[src/design/rcpd_pkg.sv]
`timescale 1ns / 1ps

package rcpd_pkg;

   localparam int KW  = 14;
   localparam int XW  = 8;
   localparam int SW  = 8;
   localparam int HW  = 5;
   localparam int WW  = 4;
   localparam int DW  = 7;
   localparam int AW  = 16;
   localparam int QW  = 7;
   localparam int CW  = 4;

   typedef struct packed {
      logic          start;
      logic [KW-1:0] dividend;
      logic [DW-1:0] divisor;
   } rcpd_div_req_type;

   typedef struct packed {
      logic          done;
      logic [DW-1:0] remainder;
   } rcpd_div_rsp_type;

   // C(h, ceil(h/2)) for h = 0..16
   function automatic logic [KW-1:0] central_binom(input logic [HW-1:0] h);
      logic [KW-1:0] v;
      case (h)
         5'd0:    v = 14'd1;
         5'd1:    v = 14'd1;
         5'd2:    v = 14'd2;
         5'd3:    v = 14'd3;
         5'd4:    v = 14'd6;
         5'd5:    v = 14'd10;
         5'd6:    v = 14'd20;
         5'd7:    v = 14'd35;
         5'd8:    v = 14'd70;
         5'd9:    v = 14'd126;
         5'd10:   v = 14'd252;
         5'd11:   v = 14'd462;
         5'd12:   v = 14'd924;
         5'd13:   v = 14'd1716;
         5'd14:   v = 14'd3432;
         5'd15:   v = 14'd6435;
         5'd16:   v = 14'd12870;
         default: v = '1;
      endcase
      return v;
   endfunction

endpackage

[src/design/rcpd_rem_unit.sv]
`timescale 1ns / 1ps

module rcpd_rem_unit
   import rcpd_pkg::*;
(
   input  logic             clock,
   input  logic             reset,
   input  rcpd_div_req_type div_req,
   output rcpd_div_rsp_type div_rsp
);

   localparam logic [CW-1:0] LastStep = CW'(KW - 1);

   logic          busy_ff, busy_in;
   logic          done_ff, done_in;
   logic [CW-1:0] cnt_ff, cnt_in;
   logic [KW-1:0] sh_ff, sh_in;
   logic [DW-1:0] rem_ff, rem_in;
   logic [DW-1:0] dvs_ff, dvs_in;
   logic [DW:0]   trial;

   // restoring division, one dividend bit per cycle, remainder only
   always_comb begin
      busy_in = busy_ff;
      done_in = 1'b0;
      cnt_in  = cnt_ff;
      sh_in   = sh_ff;
      rem_in  = rem_ff;
      dvs_in  = dvs_ff;
      trial   = {rem_ff, sh_ff[KW-1]};
      if (div_req.start) begin
         busy_in = 1'b1;
         cnt_in  = '0;
         sh_in   = div_req.dividend;
         rem_in  = '0;
         dvs_in  = div_req.divisor;
      end else if (busy_ff) begin
         if (trial >= {1'b0, dvs_ff}) begin
            rem_in = DW'(trial - {1'b0, dvs_ff});
         end else begin
            rem_in = trial[DW-1:0];
         end
         sh_in  = {sh_ff[KW-2:0], 1'b0};
         cnt_in = cnt_ff + 1'b1;
         if (cnt_ff == LastStep) begin
            busy_in = 1'b0;
            done_in = 1'b1;
         end
      end
   end

   always_ff @(posedge clock) begin
      if (reset) begin
         busy_ff <= 1'b0;
         done_ff <= 1'b0;
         cnt_ff  <= '0;
      end else begin
         busy_ff <= busy_in;
         done_ff <= done_in;
         cnt_ff  <= cnt_in;
      end
      sh_ff  <= sh_in;
      rem_ff <= rem_in;
      dvs_ff <= dvs_in;
   end

   assign div_rsp.done      = done_ff;
   assign div_rsp.remainder = rem_ff;

endmodule

[src/design/raptor_code_parameter_derivation_core.sv]
`timescale 1ns / 1ps
// Raptor systematic parameter derivation.
// req channel: req_valid / req_stall / req_source_count (K). An item is
// taken when req_valid is high and req_stall low; req_stall stays high
// from the cycle after acceptance until the sequencer is back in idle.
// K above MAX_SOURCE is clamped to MAX_SOURCE.
// rsp channel: rsp_valid / rsp_stall plus X, S, H, ceil(H/2), L and L'.
// Results sit in an output register; a new item may be accepted while the
// previous result is still stalled, but the sequencer holds its finished
// result until that register frees up.
// Steps in order: X search, ceiling of K/100 by repeated adds, prime
// search for S, H search (one cycle per H step, at most 17 steps) and
// prime search for L'; each trial divisor uses the remainder unit plus
// a check. The sequencer works on one item at a time.
// Reset (synchronous, active high) returns the sequencer to idle and
// drops rsp_valid; no clearing pass is needed.

module raptor_code_parameter_derivation_core
   import rcpd_pkg::*;
#(
   parameter int unsigned MAX_SOURCE = 8192
)(
   input  logic          clock,
   input  logic          reset,
   input  logic          req_valid,
   output logic          req_stall,
   input  logic [KW-1:0] req_source_count,
   output logic          rsp_valid,
   input  logic          rsp_stall,
   output logic [XW-1:0] rsp_x_value,
   output logic [SW-1:0] rsp_ldpc_count,
   output logic [HW-1:0] rsp_half_count,
   output logic [WW-1:0] rsp_half_weight,
   output logic [KW-1:0] rsp_intermediate_count,
   output logic [KW-1:0] rsp_intermediate_prime
);

   localparam logic [KW-1:0] MaxK = KW'(MAX_SOURCE);

   localparam logic [3:0] ST_IDLE = 4'd0;
   localparam logic [3:0] ST_X    = 4'd1;
   localparam logic [3:0] ST_Q    = 4'd2;
   localparam logic [3:0] ST_QX   = 4'd3;
   localparam logic [3:0] ST_CHK  = 4'd4;
   localparam logic [3:0] ST_DIV  = 4'd5;
   localparam logic [3:0] ST_H    = 4'd6;
   localparam logic [3:0] ST_LS   = 4'd7;
   localparam logic [3:0] ST_DONE = 4'd8;

   localparam logic [KW-1:0] FirstSq  = 14'd4;
   localparam logic [DW-1:0] FirstDiv = 7'd2;
   localparam logic [AW-1:0] Hundred  = 16'd100;

   logic [3:0]    state_ff, state_in;
   logic [KW-1:0] k_ff, k_in;
   logic [XW-1:0] x_ff, x_in;
   logic [AW-1:0] p_ff, p_in;
   logic [QW-1:0] q_ff, q_in;
   logic [KW-1:0] m_ff, m_in;
   logic [KW-1:0] n_ff, n_in;
   logic [DW-1:0] d_ff, d_in;
   logic [KW-1:0] sq_ff, sq_in;
   logic          tgt_ff, tgt_in;
   logic [SW-1:0] s_ff, s_in;
   logic [HW-1:0] h_ff, h_in;
   logic [KW-1:0] l_ff, l_in;

   logic          ov_ff, ov_in;
   logic [XW-1:0] ox_ff, ox_in;
   logic [SW-1:0] os_ff, os_in;
   logic [HW-1:0] oh_ff, oh_in;
   logic [WW-1:0] ow_ff, ow_in;
   logic [KW-1:0] ol_ff, ol_in;
   logic [KW-1:0] olp_ff, olp_in;

   logic [AW-1:0] add_a, add_b, add_sum;
   logic [HW:0]   h_inc;

   rcpd_div_req_type div_req;
   rcpd_div_rsp_type div_rsp;

   rcpd_rem_unit u_rem (
      .clock   (clock),
      .reset   (reset),
      .div_req (div_req),
      .div_rsp (div_rsp)
   );

   // shared adder, operands picked by the sequencer
   assign add_sum = add_a + add_b;
   assign h_inc   = {1'b0, h_ff} + 1'b1;

   always_comb begin
      state_in = state_ff;
      k_in     = k_ff;
      x_in     = x_ff;
      p_in     = p_ff;
      q_in     = q_ff;
      m_in     = m_ff;
      n_in     = n_ff;
      d_in     = d_ff;
      sq_in    = sq_ff;
      tgt_in   = tgt_ff;
      s_in     = s_ff;
      h_in     = h_ff;
      l_in     = l_ff;
      ov_in    = ov_ff && rsp_stall;
      ox_in    = ox_ff;
      os_in    = os_ff;
      oh_in    = oh_ff;
      ow_in    = ow_ff;
      ol_in    = ol_ff;
      olp_in   = olp_ff;
      add_a    = '0;
      add_b    = '0;
      div_req.start    = 1'b0;
      div_req.dividend = n_ff;
      div_req.divisor  = d_ff;
      case (state_ff)
         ST_IDLE: begin
            if (req_valid) begin
               k_in     = (req_source_count > MaxK) ? MaxK : req_source_count;
               x_in     = '0;
               p_in     = '0;
               state_in = ST_X;
            end
         end
         ST_X: begin
            add_a = p_ff;
            add_b = AW'({x_ff, 1'b0});
            if (p_ff >= AW'({k_ff, 1'b0})) begin
               q_in     = '0;
               m_in     = '0;
               state_in = ST_Q;
            end else begin
               p_in = add_sum;
               x_in = x_ff + 1'b1;
            end
         end
         ST_Q: begin
            add_a = AW'(m_ff);
            add_b = Hundred;
            if (m_ff >= k_ff) begin
               state_in = ST_QX;
            end else begin
               m_in = add_sum[KW-1:0];
               q_in = q_ff + 1'b1;
            end
         end
         ST_QX: begin
            add_a    = AW'(q_ff);
            add_b    = AW'(x_ff);
            n_in     = add_sum[KW-1:0];
            d_in     = FirstDiv;
            sq_in    = FirstSq;
            tgt_in   = 1'b0;
            state_in = ST_CHK;
         end
         ST_CHK: begin
            if (sq_ff > n_ff) begin
               if (!tgt_ff) begin
                  s_in     = n_ff[SW-1:0];
                  h_in     = '0;
                  state_in = ST_H;
               end else begin
                  state_in = ST_DONE;
               end
            end else begin
               div_req.start = 1'b1;
               state_in      = ST_DIV;
            end
         end
         ST_DIV: begin
            add_a = AW'(sq_ff);
            add_b = AW'({d_ff, 1'b1});
            if (div_rsp.done) begin
               if (div_rsp.remainder == '0) begin
                  n_in  = n_ff + 1'b1;
                  d_in  = FirstDiv;
                  sq_in = FirstSq;
               end else begin
                  sq_in = add_sum[KW-1:0];
                  d_in  = d_ff + 1'b1;
               end
               state_in = ST_CHK;
            end
         end
         ST_H: begin
            add_a = AW'(k_ff);
            add_b = AW'(s_ff);
            if (AW'(central_binom(h_ff)) >= add_sum) begin
               state_in = ST_LS;
            end else begin
               h_in = h_inc[HW-1:0];
            end
         end
         ST_LS: begin
            add_a    = AW'(k_ff);
            add_b    = AW'({1'b0, s_ff} + {4'd0, h_ff});
            l_in     = add_sum[KW-1:0];
            n_in     = add_sum[KW-1:0];
            d_in     = FirstDiv;
            sq_in    = FirstSq;
            tgt_in   = 1'b1;
            state_in = ST_CHK;
         end
         ST_DONE: begin
            if (!ov_ff || !rsp_stall) begin
               ov_in    = 1'b1;
               ox_in    = x_ff;
               os_in    = s_ff;
               oh_in    = h_ff;
               ow_in    = h_inc[WW:1];
               ol_in    = l_ff;
               olp_in   = n_ff;
               state_in = ST_IDLE;
            end
         end
         default: begin
            state_in = ST_IDLE;
         end
      endcase
   end

   always_ff @(posedge clock) begin
      if (reset) begin
         state_ff <= ST_IDLE;
         ov_ff    <= 1'b0;
      end else begin
         state_ff <= state_in;
         ov_ff    <= ov_in;
      end
      k_ff   <= k_in;
      x_ff   <= x_in;
      p_ff   <= p_in;
      q_ff   <= q_in;
      m_ff   <= m_in;
      n_ff   <= n_in;
      d_ff   <= d_in;
      sq_ff  <= sq_in;
      tgt_ff <= tgt_in;
      s_ff   <= s_in;
      h_ff   <= h_in;
      l_ff   <= l_in;
      ox_ff  <= ox_in;
      os_ff  <= os_in;
      oh_ff  <= oh_in;
      ow_ff  <= ow_in;
      ol_ff  <= ol_in;
      olp_ff <= olp_in;
   end

   assign req_stall              = (state_ff != ST_IDLE);
   assign rsp_valid              = ov_ff;
   assign rsp_x_value            = ox_ff;
   assign rsp_ldpc_count         = os_ff;
   assign rsp_half_count         = oh_ff;
   assign rsp_half_weight        = ow_ff;
   assign rsp_intermediate_count = ol_ff;
   assign rsp_intermediate_prime = olp_ff;

   a_busy_after_accept: assert property (@(posedge clock) disable iff (reset)
      req_valid && !req_stall |=> req_stall)
      else $error("accepted item did not start the sequencer");

   a_rem_done_in_div: assert property (@(posedge clock) disable iff (reset)
      div_rsp.done |-> state_ff == ST_DIV)
      else $error("remainder result arrived outside a trial division");

   a_prime_not_below: assert property (@(posedge clock) disable iff (reset)
      rsp_valid |-> rsp_intermediate_prime >= rsp_intermediate_count)
      else $error("L prime below L");

   a_half_range: assert property (@(posedge clock) disable iff (reset)
      rsp_valid |-> rsp_half_count <= 5'd16 && rsp_ldpc_count <= 8'd211)
      else $error("H or S out of range");

endmodule

[config.mk]
export PLATFORM = sky130hd
export DESIGN_NAME = raptor_code_parameter_derivation_core
export DESIGN_NICKNAME = d
export VERILOG_FILES = /design/src/design/rcpd_pkg.sv /design/src/design/rcpd_rem_unit.sv /design/src/design/raptor_code_parameter_derivation_core.sv
export SDC_FILE = /design/constraint.sdc
export NUM_CORES = 1
export LEC_CHECK = 0
export ABC_AREA = 1
export BUFFER_PORTS_ARGS = -buffer_cell sky130_fd_sc_hd__clkbuf_2
export CAP_MARGIN = 0
export CORE_MARGIN = 3
export CORE_UTILIZATION = 40
export DETAILED_ROUTE_END_ITERATION = 12
export PLACE_DENSITY = 0.67
export SLEW_MARGIN = 20
export SYNTH_ARGS = -nofsm -noshare
export SYNTH_HDL_FRONTEND = slang
export SYNTH_SLANG_ARGS = --single-unit
[constraint.sdc]
create_clock -name clock -period 7.2 [get_ports clock]
set_input_delay 1.44 -clock clock [delete_from_list [all_inputs] [get_ports clock]]
set_output_delay 1.44 -clock clock [all_outputs]
set_load 0.005 [all_outputs]
[Word-level counts from Yosys, hierarchy flattened]
Memory sizes are Yosys's and may differ from the RTL's. A register that Yosys moved wholly into a read port is not among the register bits.
Cells that the tools add are included.
Word-level totals
  register bits after elaboration: 214
  memory bits (read-only): 448
  word-level logic and storage cells: 141
  memories: 1
Memories
  (no name shown): depth 32, bits a word 14, rd ports 1, clocked after memory_dff 1, wr ports 0, line rcpd_pkg.sv:29  | case (h)
Cells by class
  add/subtract/negate cells: 9
  $lt $le $gt $ge: 6
  equal/unequal tests: 21
  mux-type cells: 50
  bitwise logic cells: 2
  reduce and logical (&&, ||, !) cells: 26
Operator list (number)
  14-bit 2-to-1 mux: 9
  14-bit case mux with 2 select lines: 3
  16-bit case mux with 5 select lines: 1
  9-bit case mux with 6 select lines: 1
  7-bit 2-to-1 mux: 5
  16-bit 2-to-1 mux: 2
  4-bit 2-to-1 mux: 8
  16-bit case mux with 2 select lines: 1
  4-bit case mux with 8 select lines: 1
  7-bit case mux with 2 select lines: 2
  2-bit inequality test, second input constant: 11
  5-bit 2-to-1 mux: 4
  16-bit adder: 1
  4-bit by 3-bit == test with 1-bit output, second input constant: 4
  14-bit by 16-bit >= comparator with 1-bit output: 1
  16-bit by 15-bit >= comparator with 1-bit output: 1
  8-bit 2-to-1 mux: 2
  8-bit case mux with 2 select lines: 1
  14-bit by 1-bit adder with 14-bit output, second input constant: 1
  7-bit by 1-bit adder with 7-bit output, second input constant: 2
  14-bit >= comparator: 1
  14-bit greater-than comparator: 1
  14-bit greater-than comparator, second input constant: 1
  3-bit AND reduction: 4
  26 further kinds: 46

[Longest topological paths before layout]
  word-level depth: 8
  depth in mapped cells: 42
  mapped depth without buffers: 41

[Cells and area by module]
From an unflattened synthesis, not the netlist that was laid out.
Unflattened totals
  cells, all modules: 1275
  area, all modules: 12167.9 um^2
Modules (own cells, without submodules)
  raptor_code_parameter_derivation_core: instances 1, cells an instance 1067, area each 10392.5 um^2, sequential area each 5635.4 um^2
  rcpd_rem_unit: instances 1, cells an instance 208, area each 1775.5 um^2, sequential area each 890.9 um^2

[Worst setup path after synthesis]
Ideal clock, no wire load.
  kind: register to register
  start point: register state_ff[1]
  end point: register with a tool-made name
  setup time: 113 ps
  arrival: 5658 ps
  required time: 7087 ps
  path slack: 1430 ps
  stages on the path, launching flop included: 40
  period minus slack after synthesis: 5770 ps
  cell sequence: dfxtp_1 buf_4 inv_1 nor3_1 inv_1 clkbuf_1 nor2_1 inv_1 o22ai_1 a221oi_1 o21ai_0 fa_1 nand3_1 nand2_1 nand4_1 nand2_1 nand3_1 nand2_1 [4 not listed] a211oi_1 nand2_1 nand2_1 nand2_1 nand3_1 nand2_2 nand2_2 buf_6 nand2_1 nand2_1 inv_1 ha_1 nor2_1 nand3_1 nand3_1 nand2_1 nand2_1 nand2_1
RTL lines
  from (decl): line raptor_code_parameter_derivation_core.sv:54  | logic [3:0] state_ff, state_in;
  from (signal assigned): line raptor_code_parameter_derivation_core.sv:230  | state_ff <= state_in;

==> run summary <==
Synthesis-to-finish area growth -> 14.8%
Leakage power -> 5.78 nW
Later-pin clock latency in the skew report -> 0.53 ns
Yosys top cell by area -> edfxtp_1
Synth top area share -> 49.3%
Post-route setup TNS -> 0 ns
GR Overflow Total -> 0
Clock sink total -> 228
Status -> complete, no violations
Pin count of the biggest net entering global routing -> 54
Rows -> 62
Flops & latches, synth -> 228
Unrepaired setup endpoints after global routing -> no
Root Driver -> clkbuf_16
Post-CTS Setup Inserts -> 0
Crit path max fanout -> 20
Ant diodes -> 0
Final worst path period need -> 6.33 ns
Worst hold path class -> reg2reg
Worst Setup Path Type -> reg2reg
DIE HEIGHT -> 179 um
Slew headroom -> 35.8%
PortBufs -> 72
PD cells -> 383 nW/um^2
VDD IR max -> 0.191 mV
Routability cong. -> 0.924
Async SR Flop Fraction -> 0%
CP endpoint kind -> register
Clk pin slew, worst setup/hold paths -> 0.06 ns
Htree depth -> 1
Non-Filler Instances -> 1,695
Total GRT Usage -> 18.4%
1st-iter DRT viols -> 923
Commonest cells after routing, fill and taps aside -> 206 x nand2_1, 196 x edfxtp_1, 174 x inv_1, 125 x nor2_1, 92 x ha_1
Post-synth cell types -> 49
Die width -> 179 um
CTS tree -> built
Critical Path RT -> 7.62 ns
CTS max path bufs -> 3
Drt drc -> 0
Synth Instances -> 1,201
PostCTS Resize Cnt -> 0
Register area share after synthesis -> 54.6%
EDFF count, synth -> 196
Most common cell after layout, fill and taps aside -> nand2_1
Pwr Total -> 5.25 mW
Final number of max-transition violations -> 0
DP Wirelength -> 22.1 mm
Maximum Capacitance Violations -> 0
DRT Wirelength -> 29.6 mm
Routed via count -> 8,942
Vias in the first global route -> 8,313
Via density -> 5.28
Placed Instances -> 1,649
Critical path's slowest cell -> dfxtp_1
Finished Core Util -> 47.1%
Critical Path Max Stage Delay -> 0.53 ns
Slew of the pin with the lowest slew margin -> 0.960 ns
Initial antenna violation count -> 0
DRT antenna net count -> 0
Pre-antenna DRT Iters -> 5
Fin nets -> 1,405
Most frequent CP cell -> nand2_1
CP startpoint kind -> register
Final Cycle Share -> 87.9%
Data arrival time of the worst path -> 6.75 ns
Initial Utilization -> 41.1%
Post-CTS Hold Fix Bufs -> 0
Final Hold Fails -> 0
Mapped Area -> 11,900 um^2
Yosys warning count -> 0
Clk_skew -> 0.0126 ns
First-pass GRT wire length -> 45.7 mm
Synth Net Count -> 1,314
Ys flop type -> edfxtp_1
Synth area leaders -> edfxtp_1 49%, ha_1 9.6%, nand2_1 6.5%, inv_1 5.5%, dfxtp_1 5.4%
Fmax -> 158 MHz
Core region area -> 29,100 um^2
Avg Inst Size Synth -> 9.95 um^2
Final setup fails -> 0
TritonCTS Buffers -> 25
WL per Instance -> 17.4 um
IO Pins -> 73
Layout cell share with drive strength beyond 1 -> 12.8%
Die ar. -> 32,000 um^2
==> kinds of logic (layout without fill, tap and decap cells) <==
logic type / after synthesis / count (layout) / share of synthesized area, %
AND/OR/NAND/NOR: 448 / 448 / 16.6
buffers and inverters: 207 / 317 / 6.72
adder cells (fa/ha/maj): 95 / 95 / 10.1
flip-flops: 228 / 228 / 54.6
AO/OA/AOI/OAI: 196 / 196 / 9.96
XOR/XNOR: 27 / 27 / 1.98
==> worst paths after layout <==
path	start	to	slack (ns)	depth (start not counted)
worst max-delay path	state_ff[1]	register	0.87	36
worst min register to register	l_ff[8]	rsp_intermediate_count[8]	0.42	0
worst min-delay path	l_ff[8]	rsp_intermediate_count[8]	0.42	0
worst max register to register	state_ff[1]	register	0.87	36
==> worst max-delay path: cells and delay by family (launching register included) <==
| kind | cells | cell delay [ns] |
|---|---|---|
| AND/OR/NAND/NOR | 22 | 2.53 |
| buffers and inverters | 7 | 1.25 |
| adder cells (fa/ha/maj) | 3 | 0.97 |
| AO/OA/AOI/OAI | 3 | 0.73 |
| flip-flops | 1 | 0.53 |
| XOR/XNOR | 1 | 0.17 |
==> state kept, by name (all words and copies together) (netlist names), 14 cells and up, named ones only <==
register / flops
k_ff: 14
l_ff: 14
m_ff: 14
n_ff: 14
p_ff: 16
rsp_intermediate_count: 14
rsp_intermediate_prime: 14
sq_ff: 14
u_rem.sh_ff: 14
==> where the power goes <==
group	internal, mW	switching, mW
combinational	0.599	1.31
sequential	1.80	0.169
clock	0.830	0.543
total	3.23	2.03
==> stage by stage <==
stage / instance area (um^2) / setup slack [ns] / hold slack (ns)
2_1_floorplan: 11900 / 1.43 / 0.400
3_3_place_gp: 12800 / 1.21 / 0.404
3_5_place_dp: 12800 / 1.02 / 0.407
4_1_cts: 13700 / 0.985 / 0.409
5_1_grt: 13700 / 0.233 / 0.417
6_report: 13700 / 0.872 / 0.416
==> cell usage after synthesis, drive strengths merged, types with 2 or more instances <==
cell     instances
edfxtp         196
or2              4
fa               3
nand3           42
o211ai          10
o31ai            2
xor2            19
clkinv           3
nor4             9
xnor2            8
nand4           14
nand2          212
o21bai           3
o221ai           3
o2111ai          7
ha              92
clkbuf          20
inv            180
nor2           136
dfxtp           32
o22ai            8
buf              4
a21oi           66
a31oi            2
a211oi           3
o21a             5
nor3b           10
nor3            19
a221oi          14
o21ai           68
==> routing by layer <==
metal  wire length, um  GRT usage [%]  vias to the layer above
li1                  -              -                     4323
met1             13200           26.7                     4238
met2             13500           29.4                      329
met3              2120           2.29                       52
met4               713           4.84                        0
met5                 0              0                        -
==> layout make-up <==
type	instances	area [um^2]
clock buffers	27	633
clock inverters	19	260
fillers	2681	15400
inverters	183	687
multi-input cells	766	4640
flip-flops and latches	228	6530
well taps	384	480
repair buffers	88	480
(Power assumes the default switching activity.)
